[src/sv/sba_pkg.sv]
// Shared types for the signed byte ALU: operation codes and per-stage control.
`default_nettype none
package sba_pkg;

   typedef enum logic [1:0] {
      OP_ADD = 2'd0,
      OP_SUB = 2'd1,
      OP_MUL = 2'd2,
      OP_DIV = 2'd3
   } op_type;

   typedef struct packed {
      op_type op;
      logic   neg_a;
      logic   neg_b;
      logic   ovf;
      logic   dz;
   } ctl_type;

endpackage
`default_nettype wire

[src/sv/sba_step.sv]
// One pipeline stage: one shift-and-add multiply bit and one restoring divide bit.
`default_nettype none
module sba_step
   import sba_pkg::*;
#(
   parameter int WIDTH = 8,
   parameter int STEP  = 0
) (
   input  wire logic               clock,
   input  wire logic               reset,
   input  wire logic               up_valid,
   output logic                    up_ready,
   input  wire ctl_type            up_ctl,
   input  wire logic [WIDTH-1:0]   up_ma,
   input  wire logic [WIDTH-1:0]   up_mb,
   input  wire logic [2*WIDTH-1:0] up_acc,
   input  wire logic [WIDTH-1:0]   up_part,
   input  wire logic [WIDTH-1:0]   up_q,
   output logic                    dn_valid,
   input  wire logic               dn_ready,
   output ctl_type                 dn_ctl,
   output logic [WIDTH-1:0]        dn_ma,
   output logic [WIDTH-1:0]        dn_mb,
   output logic [2*WIDTH-1:0]      dn_acc,
   output logic [WIDTH-1:0]        dn_part,
   output logic [WIDTH-1:0]        dn_q
);

   logic                 valid_ff;
   ctl_type              ctl_ff;
   logic [WIDTH-1:0]     ma_ff, mb_ff, part_ff, q_ff, part_in, q_in;
   logic [2*WIDTH-1:0]   acc_ff, acc_in;
   logic [WIDTH:0]       trial;

   assign up_ready = !valid_ff || dn_ready;

   always_comb begin
      acc_in = up_acc;
      if (up_ctl.op == OP_MUL && up_mb[STEP]) begin
         acc_in = up_acc + ({{WIDTH{1'b0}}, up_ma} << STEP);
      end
      trial   = {up_part, up_ma[WIDTH-1-STEP]};
      part_in = up_part;
      q_in    = up_q;
      if (up_ctl.op == OP_DIV) begin
         if (trial >= {1'b0, up_mb}) begin
            part_in = WIDTH'(trial - {1'b0, up_mb});
            q_in    = {up_q[WIDTH-2:0], 1'b1};
         end else begin
            part_in = trial[WIDTH-1:0];
            q_in    = {up_q[WIDTH-2:0], 1'b0};
         end
      end
   end

   always_ff @(posedge clock) begin
      if (reset) begin
         valid_ff <= 1'b0;
      end else if (up_ready) begin
         valid_ff <= up_valid;
      end
      if (up_ready && up_valid) begin
         ctl_ff  <= up_ctl;
         ma_ff   <= up_ma;
         mb_ff   <= up_mb;
         acc_ff  <= acc_in;
         part_ff <= part_in;
         q_ff    <= q_in;
      end
   end

   assign dn_valid = valid_ff;
   assign dn_ctl   = ctl_ff;
   assign dn_ma    = ma_ff;
   assign dn_mb    = mb_ff;
   assign dn_acc   = acc_ff;
   assign dn_part  = part_ff;
   assign dn_q     = q_ff;

endmodule
`default_nettype wire

[src/sv/signed_byte_alu.sv]
// Signed ALU top level: add, subtract, multiply and divide on two's-complement operands.
// Stages: input stage, one stage per operand bit, output stage.
// Throughput: one request per cycle if not stalled; each stage has its own ready, so bubbles
// collapse and a stalled result does not block new requests while any stage is empty.
// Reset: synchronous, active high; clears the stage valid bits only.
`default_nettype none
module signed_byte_alu
   import sba_pkg::*;
#(
   parameter int WIDTH = 8
) (
   input  wire logic                               clock,
   input  wire logic                               reset,
   input  wire logic                               req_tvalid,
   output logic                                    req_tready,
   // operation[1:0], operand_a, operand_b, zero pad
   input  wire logic [((2*WIDTH+2+7)/8)*8-1:0]     req_tdata,
   output logic                                    rsp_tvalid,
   input  wire logic                               rsp_tready,
   // main_result, remainder, overflow, divide_by_zero, zero pad
   output logic [((3*WIDTH+2+7)/8)*8-1:0]          rsp_tdata
);

   localparam int RSP_BITS = ((3*WIDTH+2+7)/8)*8;

   logic               v_s    [0:WIDTH];
   logic               rdy_s  [0:WIDTH];
   ctl_type            ctl_s  [0:WIDTH];
   logic [WIDTH-1:0]   ma_s   [0:WIDTH];
   logic [WIDTH-1:0]   mb_s   [0:WIDTH];
   logic [2*WIDTH-1:0] acc_s  [0:WIDTH];
   logic [WIDTH-1:0]   part_s [0:WIDTH];
   logic [WIDTH-1:0]   q_s    [0:WIDTH];

   // input stage
   op_type             op_c;
   logic [WIDTH-1:0]   a_c, b_c, sum_c, diff_c;
   ctl_type            pre_ctl_in, pre_ctl_ff;
   logic [WIDTH-1:0]   pre_ma_in, pre_mb_in, pre_ma_ff, pre_mb_ff;
   logic [2*WIDTH-1:0] pre_acc_in, pre_acc_ff;
   logic               pre_valid_ff;

   assign op_c   = op_type'(req_tdata[1:0]);
   assign a_c    = req_tdata[WIDTH+1:2];
   assign b_c    = req_tdata[2*WIDTH+1:WIDTH+2];
   assign sum_c  = a_c + b_c;
   assign diff_c = a_c - b_c;

   always_comb begin
      pre_ctl_in.op    = op_c;
      pre_ctl_in.neg_a = a_c[WIDTH-1];
      pre_ctl_in.neg_b = b_c[WIDTH-1];
      pre_ctl_in.ovf   = 1'b0;
      pre_ctl_in.dz    = 1'b0;
      pre_ma_in  = a_c[WIDTH-1] ? WIDTH'(~a_c + 1'b1) : a_c;
      pre_mb_in  = b_c[WIDTH-1] ? WIDTH'(~b_c + 1'b1) : b_c;
      pre_acc_in = '0;
      case (op_c)
         OP_ADD: begin
            pre_acc_in     = {{WIDTH{1'b0}}, sum_c};
            pre_ctl_in.ovf = (a_c[WIDTH-1] == b_c[WIDTH-1]) &&
                             (sum_c[WIDTH-1] != a_c[WIDTH-1]);
         end
         OP_SUB: begin
            pre_acc_in     = {{WIDTH{1'b0}}, diff_c};
            pre_ctl_in.ovf = (a_c[WIDTH-1] != b_c[WIDTH-1]) &&
                             (diff_c[WIDTH-1] != a_c[WIDTH-1]);
         end
         OP_DIV: begin
            pre_ctl_in.dz  = (b_c == '0);
            pre_ctl_in.ovf = (a_c == {1'b1, {(WIDTH-1){1'b0}}}) && (b_c == '1);
         end
         default: begin
         end
      endcase
   end

   assign req_tready = !pre_valid_ff || rdy_s[0];

   always_ff @(posedge clock) begin
      if (reset) begin
         pre_valid_ff <= 1'b0;
      end else if (req_tready) begin
         pre_valid_ff <= req_tvalid;
      end
      if (req_tready && req_tvalid) begin
         pre_ctl_ff <= pre_ctl_in;
         pre_ma_ff  <= pre_ma_in;
         pre_mb_ff  <= pre_mb_in;
         pre_acc_ff <= pre_acc_in;
      end
   end

   assign v_s[0]    = pre_valid_ff;
   assign ctl_s[0]  = pre_ctl_ff;
   assign ma_s[0]   = pre_ma_ff;
   assign mb_s[0]   = pre_mb_ff;
   assign acc_s[0]  = pre_acc_ff;
   assign part_s[0] = '0;
   assign q_s[0]    = '0;

   // one stage per operand bit, MSB first for divide
   for (genvar k = 0; k < WIDTH; k++) begin : g_step
      sba_step #(
         .WIDTH (WIDTH),
         .STEP  (k)
      ) u_step (
         .clock    (clock),
         .reset    (reset),
         .up_valid (v_s[k]),
         .up_ready (rdy_s[k]),
         .up_ctl   (ctl_s[k]),
         .up_ma    (ma_s[k]),
         .up_mb    (mb_s[k]),
         .up_acc   (acc_s[k]),
         .up_part  (part_s[k]),
         .up_q     (q_s[k]),
         .dn_valid (v_s[k+1]),
         .dn_ready (rdy_s[k+1]),
         .dn_ctl   (ctl_s[k+1]),
         .dn_ma    (ma_s[k+1]),
         .dn_mb    (mb_s[k+1]),
         .dn_acc   (acc_s[k+1]),
         .dn_part  (part_s[k+1]),
         .dn_q     (q_s[k+1])
      );
   end

   // output stage: sign fixes and formatting
   ctl_type            fin_ctl;
   logic [2*WIDTH-1:0] fin_acc;
   logic [WIDTH-1:0]   fin_part, fin_q;
   logic [2*WIDTH-1:0] post_main_in, post_main_ff;
   logic [WIDTH-1:0]   post_rem_in, post_rem_ff;
   logic               post_ovf_in, post_ovf_ff, post_dz_in, post_dz_ff;
   logic               post_valid_ff;
   logic [WIDTH-1:0]   q_signed;

   assign fin_ctl  = ctl_s[WIDTH];
   assign fin_acc  = acc_s[WIDTH];
   assign fin_part = part_s[WIDTH];
   assign fin_q    = q_s[WIDTH];
   assign q_signed = (fin_ctl.neg_a != fin_ctl.neg_b) ? WIDTH'(~fin_q + 1'b1) : fin_q;

   always_comb begin
      post_main_in = '0;
      post_rem_in  = '0;
      post_ovf_in  = fin_ctl.ovf;
      post_dz_in   = 1'b0;
      case (fin_ctl.op)
         OP_ADD, OP_SUB: begin
            post_main_in = {{WIDTH{fin_acc[WIDTH-1]}}, fin_acc[WIDTH-1:0]};
         end
         OP_MUL: begin
            post_main_in = (fin_ctl.neg_a != fin_ctl.neg_b) ?
                           (2*WIDTH)'(~fin_acc + 1'b1) : fin_acc;
            post_ovf_in  = 1'b0;
         end
         OP_DIV: begin
            post_rem_in = fin_ctl.neg_a ? WIDTH'(~fin_part + 1'b1) : fin_part;
            post_dz_in  = fin_ctl.dz;
            if (fin_ctl.dz) begin
               post_main_in = '1;
            end else begin
               post_main_in = {{WIDTH{q_signed[WIDTH-1]}}, q_signed};
            end
         end
         default: begin
         end
      endcase
   end

   assign rdy_s[WIDTH] = !post_valid_ff || rsp_tready;

   always_ff @(posedge clock) begin
      if (reset) begin
         post_valid_ff <= 1'b0;
      end else if (rdy_s[WIDTH]) begin
         post_valid_ff <= v_s[WIDTH];
      end
      if (rdy_s[WIDTH] && v_s[WIDTH]) begin
         post_main_ff <= post_main_in;
         post_rem_ff  <= post_rem_in;
         post_ovf_ff  <= post_ovf_in;
         post_dz_ff   <= post_dz_in;
      end
   end

   assign rsp_tvalid = post_valid_ff;
   assign rsp_tdata  = RSP_BITS'({post_dz_ff, post_ovf_ff, post_rem_ff, post_main_ff});

endmodule
`default_nettype wire

[config.mk]
export PLATFORM = sky130hd
export DESIGN_NAME = signed_byte_alu
export DESIGN_NICKNAME = d
export VERILOG_FILES = /design/src/sv/sba_pkg.sv /design/src/sv/sba_step.sv /design/src/sv/signed_byte_alu.sv
export SDC_FILE = /design/constraint.sdc
export NUM_CORES = 1
export LEC_CHECK = 0
export BUFFER_PORTS_ARGS = -buffer_cell sky130_fd_sc_hd__clkbuf_2
export CORE_MARGIN = 2
export CORE_UTILIZATION = 50
export CTS_CLUSTER_SIZE = 20
export DETAILED_ROUTE_END_ITERATION = 10
export PLACE_DENSITY = 0.66
export SLEW_MARGIN = 20
export SYNTH_ARGS = -nofsm -noshare
export SYNTH_HDL_FRONTEND = slang
export SYNTH_SLANG_ARGS = --single-unit
[constraint.sdc]
create_clock -name clock -period 7.2 [get_ports clock]
set_input_delay 1.44 -clock clock [delete_from_list [all_inputs] [get_ports clock]]
set_output_delay 1.44 -clock clock [all_outputs]
set_load 0.005 [all_outputs]
# Word level (Yosys, flattened, before mapping)
# Cells that the tools add are included.
[word_totals] word_cells=260 ff_bits=483 out_inout_bits=34
[op_classes] bitwise=5 eq_ne=28 n_lt_le_gt_ge=8 n_mux=47 n_reduce_logical=46 addsub=23
[ops] operator="$mux 8" count=22
[ops] operator="$mux 16" count=10
[ops] operator="$sub 8x8->8" count=8
[ops] operator="$ge 9x8->1" count=7
[ops] operator="$pmux 16 s3" count=1
[ops] operator="$eq 2x2->1 const B" count=19
[ops] operator="$add 8x1->8 const B" count=4
[ops] operator="$not 8->8" count=4
[ops] operator="$logic_and 1x1->1" count=21
[ops] operator="$add 16x1->16 const B" count=1
[ops] operator="$add 16x10->16" count=1
[ops] operator="$add 16x11->16" count=1
[ops] operator="$add 16x12->16" count=1
[ops] operator="$add 16x13->16" count=1
[ops] operator="$add 16x14->16" count=1
[ops] operator="$add 16x15->16" count=1
[ops] operator="$add 16x8->16" count=1
[ops] operator="$add 16x9->16" count=1
[ops] operator="$eq 8x8->1 const B" count=2
[ops] operator="$not 16->16" count=1
[ops] operator="$pmux 8 s2" count=1
[ops] operator="$mux 7" count=2
[ops] operator="$logic_not 1->1" count=10
[ops] operator="$logic_or 1x1->1" count=10
[ops] operator="13 further kinds" count=26

# Longest topological paths before layout
# Gate-level depths: netlist of run 1.
[logic_depth] ltp_word=12 mapped_depth=9 mapped_depth_nobuf=9

# By module
# A second synthesis of run 1 with hierarchy kept.
[unflattened] cells_unflattened=2327 area_unflattened_um2=26875.8
[by_module_without_submodules] mod="signed_byte_alu" area_per_inst_um2=3764.9 instances=1 seq_area_each_um2=1721.7 cells_each=367
[by_module_without_submodules] mod="sba_step at g_step[3].u_step" area_per_inst_um2=3021.6 instances=1 seq_area_each_um2=1641.6 cells_each=263
[by_module_without_submodules] mod="sba_step at g_step[1].u_step" area_per_inst_um2=3019.1 instances=1 seq_area_each_um2=1641.6 cells_each=267
[by_module_without_submodules] mod="sba_step at g_step[0].u_step" area_per_inst_um2=2934.1 instances=1 seq_area_each_um2=1641.6 cells_each=253
[by_module_without_submodules] mod="sba_step at g_step[4].u_step" area_per_inst_um2=2907.8 instances=1 seq_area_each_um2=1641.6 cells_each=254
[by_module_without_submodules] mod="sba_step at g_step[6].u_step" area_per_inst_um2=2865.2 instances=1 seq_area_each_um2=1641.6 cells_each=234
[by_module_without_submodules] mod="sba_step at g_step[2].u_step" area_per_inst_um2=2860.2 instances=1 seq_area_each_um2=1641.6 cells_each=253
[by_module_without_submodules] mod="sba_step at g_step[7].u_step" area_per_inst_um2=2772.7 instances=1 seq_area_each_um2=1641.6 cells_each=218
[by_module_without_submodules] mod="sba_step at g_step[5].u_step" area_per_inst_um2=2730.1 instances=1 seq_area_each_um2=1641.6 cells_each=218

# Worst setup path before layout of run 1
# OpenSTA, ideal clock, no wires.
[synth_timing] path_kind="input to register" startpoint="input rsp_tready" endpoint="register g_step[5].u_step.acc_ff[0] (enable)" arrival_ns=5.389 required_time_ns=6.666 setup_ns=0.534 slack_ns=1.277 cell_stages=3 cell_sequence="nor2b_1 and3_1 a21boi_0"
[synth_between] elab_chain_cells=5
[synth_lines] item="start: declaration" line_no="signed_byte_alu.sv:19" source="input wire logic rsp_tready,"
[synth_lines] item="$logic_or 1x1->1" line_no="signed_byte_alu.sv:173" source="assign rdy_s[WIDTH] = !post_valid_ff || rsp_tready;"
[synth_lines] item="$logic_or 1x1->1 (3 in a row)" line_no="sba_step.sv:35" source="assign up_ready = !valid_ff || dn_ready;"
[synth_lines] item="$logic_and 1x1->1" line_no="sba_step.sv:62" source="if (up_ready && up_valid) begin"
[synth_lines] item="end signal: assignment" line_no="sba_step.sv:66" source="acc_ff <= acc_in;"
[synth_lines] item="end: declaration" line_no="sba_step.sv:32" source="logic [2*WIDTH-1:0] acc_ff, acc_in;"
# Every way passes these cells.
# A chain may end at the register's enable or synchronous reset.

# Worst setup path after layout of run 1
[layout_timing] startpoint="input rsp_tready" endpoint="output req_tready"
[layout_between] elab_chain_cells=10
[layout_lines] item="$logic_or 1x1->1" line_no="signed_byte_alu.sv:173"
[layout_lines] item="$logic_or 1x1->1 (8 in a row)" line_no="sba_step.sv:35"
[layout_lines] item="$logic_or 1x1->1" line_no="signed_byte_alu.sv:78" source="assign req_tready = !pre_valid_ff || rdy_s[0];"
[layout_lines] item="end: declaration" line_no="signed_byte_alu.sv:15" source="output logic req_tready,"
# Every way passes these cells.

==> results of run 1 <==
[worst max-delay path, stage by stage]
cell,delay [ps]
clkbuf_2,90
nor3b_1,800
and3_1,440
and3_1,340
nand2_1,100
clkbuf_2,120
[per-layer routing]
layer / track usage / vias up
li1: - / 7044
met1: 0.179 / 6507
met2: 0.321 / 214
met3: 0.0243 / 86
met4: 0.0717 / 0
met5: 0 / -
[registers in the layout, indices dropped and copies added (netlist names)]
| register | count |
|---|---|
| ctl_s | 6 |
| g_step.u_step.dn_acc | 100 |
| pre_mb_ff | 8 |
| g_step.u_step.dn_part | 64 |
| pre_valid_ff | 1 |
| g_step.u_step.dn_valid | 8 |
| g_step.u_step.dn_mb | 56 |
| g_step.u_step.dn_ctl | 48 |
| post_main_ff | 16 |
| pre_acc_ff | 8 |
| pre_ma_ff | 8 |
| g_step.u_step.dn_q | 36 |
| post_rem_ff | 8 |
| g_step.u_step.dn_ma | 56 |
| post_dz_ff | 1 |
| post_ovf_ff | 1 |
| rsp_tvalid | 1 |
[area by class of cell]
type                            instances  area (sq um)
Fill cell                            3612         19400
Sequential cell                       426         12700
Multi-Input combinational cell       1273          9210
Clock buffer                           56          1190
Tap cell                              592           741
Inverter                              135           507
Timing Repair Buffer                   64           383
Clock inverter                         25           215
[per-stage QoR]
stage / instances / hold WS [ps]
after floorplan: 1877 / 400
after global placement: 2488 / 405
after detailed placement: 2488 / 405
after CTS: 2569 / 407
after global routing: 2571 / 412
final: 2571 / 413
[logic make-up after synthesis]
logic type | synth area share
other | 0.000167
AND/OR/NAND/NOR | 0.109
flip-flops | 0.564
multiplexers | 0.0441
XOR/XNOR | 0.0389
AO/OA/AOI/OAI | 0.118
buffers and inverters | 0.0314
adder cells (fa/ha/maj) | 0.0941
[how the worst min path moves through the flow]
stage,cells after the start,from,slack [ps],end
after CTS,0,g_step[3].u_step.dn_ctl[1]$_DFFE_PP_,410,g_step[4].u_step.dn_ctl[1]$_DFFE_PP_
after global placement,0,g_step[2].u_step.dn_acc[2]$_DFFE_PP_,410,g_step[3].u_step.dn_acc[2]$_DFFE_PP_
after global routing,0,g_step[3].u_step.dn_ctl[1]$_DFFE_PP_,410,g_step[4].u_step.dn_ctl[1]$_DFFE_PP_
after floorplan,0,ctl_s[48]$_SDFFCE_PN0P_,400,g_step[0].u_step.dn_ctl[0]$_DFFE_PP_
after detailed placement,0,ctl_s[50]$_DFFE_PP_,400,g_step[0].u_step.dn_ctl[2]$_DFFE_PP_
final,0,g_step[2].u_step.dn_acc[1]$_DFFE_PP_,410,g_step[3].u_step.dn_acc[1]$_DFFE_PP_
[power by group through the flow]
stage | clock [uW] | combinational (uW) | sequential, uW
3_3_place_gp | 0 | 235 | 2810
6_report | 2200 | 245 | 2760
2_1_floorplan | 0 | 188 | 2810
3_5_place_dp | 0 | 243 | 2810
5_1_grt | 2350 | 278 | 2760
4_1_cts | 2260 | 244 | 2760
[cells in the final DEF, fill, tap and decap left out, types with 10 or more instances in the layout]
| master | instances |
|---|---|
| a211oi_1 | 10 |
| a21o_1 | 17 |
| a21oi_1 | 85 |
| and3_1 | 19 |
| buf_4 | 13 |
| clkbuf_1 | 10 |
| clkbuf_16 | 46 |
| clkbuf_2 | 49 |
| dfxtp_1 | 10 |
| edfxtp_1 | 416 |
| fa_1 | 17 |
| ha_1 | 142 |
| inv_1 | 135 |
| mux2_2 | 42 |
| mux2i_1 | 52 |
| nand2_1 | 165 |
| nand2b_1 | 22 |
| nand3_1 | 18 |
| nand3b_1 | 13 |
| nand4_1 | 11 |
| nor2_1 | 102 |
| nor2b_1 | 31 |
| nor3_1 | 35 |
| nor3b_1 | 22 |
| o211ai_1 | 15 |
| o21a_1 | 27 |
| o21ai_0 | 163 |
| o21bai_1 | 14 |
| o31ai_1 | 19 |
| or2_2 | 14 |
| xnor2_1 | 57 |
| xor2_1 | 43 |
==> out/results.ini, run 1 <==
[final_layout]
finalNetCount=2133
drive_gt1_frac=0.106
diodes=0
stdcell_area_sq_um=24900
synthToLayoutAreaGrowth_pct=10.8
post-route-util=0.563

[power_and_ir_drop]
intPower_uw=4120
sequentialPowerShare=0.530
p_sw_uw=1080
power.leakage_uw=0.00948
p_per_area_nw_per_um2=209
peakVddDrop_uv=166
combPwrFrac=0.047
total_power_uw=5200
p_sw_frac=0.208
clock_power_share=0.423

[synthesis]
synth_top_area_frac=0.555
syn_avg_cell_area_sq_um=12.0
synth.most_common_cell=edfxtp_1
synth_edf_count=416
ys.flop_type=edfxtp_1
syn_area_sq_um=22500
synth-seq-cells=426
ys_warn_count=0
netlist_top_cells_area=edfxtp_1 56%, ha_1 7.9%, o21ai_0 3.6%
yosysTopAreaCell=edfxtp_1
synth.distinct_cells=70
ys_seq_area_frac=0.564
synth_cells=1872
synthArstFlopShare=0
yosys-top-cells-count=416 x edfxtp_1, 165 x nand2_1, 163 x o21ai_0

[timing]
tightest_slew_ps=986
fmax_ghz=0.210
min_period_ps=4770
finalSetupTns_ps=0
rsz0062_at_grt=false
period_share=0.663
fin_skew_ps=12.6
slew_violations=0
setup_violations=0
timing.slew.headroom=0.341
worst_slack_ps=2430
hold_viol=0

[clock_tree]
cts_buffer_depth=3
clk_latency_ps=560
cts_sinks=426
hold_buffers=0
cts.repair.resized=0
cts_buffers=46
postCtsSetupRepairBufs=0
root_buffer=clkbuf_16
clk_pin_slew_ps=60
tritoncts=built
htree_levels=2

[placed_design]
routabilityCongestion=0.858
pre_cts_slack_ps=2410
hpwl_mm=28.5
io_buffers=49
placed_area_sq_um=23500

[worst_setup_path]
cp-end-kind=output pin
worstRegToRegCells=6
worstPathRequired_ps=5760
cp-endpoint=req_tready
cp_max_fo=5
timing.rr.start=g_step[7].u_step.dn_valid$_SDFFE_PP0P_
rrSetupSlack_ps=4400
worstReg2RegEnd=pre_ma_ff[7]$_SDFFCE_PN0P_
crit_type=in2out
critPathLaunchType=input pin
crit_arrival_ps=3330
startpoint=rsp_tready

[detailed_routing]
first_iter_violations=509
top_layer=met4
drtAntennaViolNets=0
met2_length_mm=20.4
wl_met3_mm=1.16
dr.pass1.iters=5
drc=0
vias=13851
viasPerCell=5.39
wirelength_mm=38.1
wl_per_cell_um=14.8
met1Wirelength_mm=15.2

[global_route]
track_usage=0.166
first_global_vias=14026
overflow=0
antenna_found_initial=0
grt_pass1_wl_mm=64.7
grt_max_degree=53

[worst_hold_path]
hp-class=reg2reg

[floorplanning]
core_area_sq_um=44300
initial_core_util=0.508
die-area_sq_um=46700
die_w_um=216
rows=77
die_h_um=216
ioPinCount=62

[flow_run]
cap_violations=0

[run_status]
status=finished, final reports clean

No activity file was read; power rests on OpenSTA's default activity.
==> inputs of run 2 (changes only) <==
Settings changed: ABC_AREA set to 1, CORE_MARGIN 2 to not set, CORE_UTILIZATION 50 to not set, PLACE_DENSITY 0.66 to not set.
Clock period 7.2 ns to 4.51 ns, I/O delays scaled along.
==> out/results.ini, run 2 <==
[run_status]
status=stopped before the end
haltStage=1_2_yosys
tool.error=ERROR: ABC failed with status B

[synthesis]
ys_warn_count=0  ; unchanged

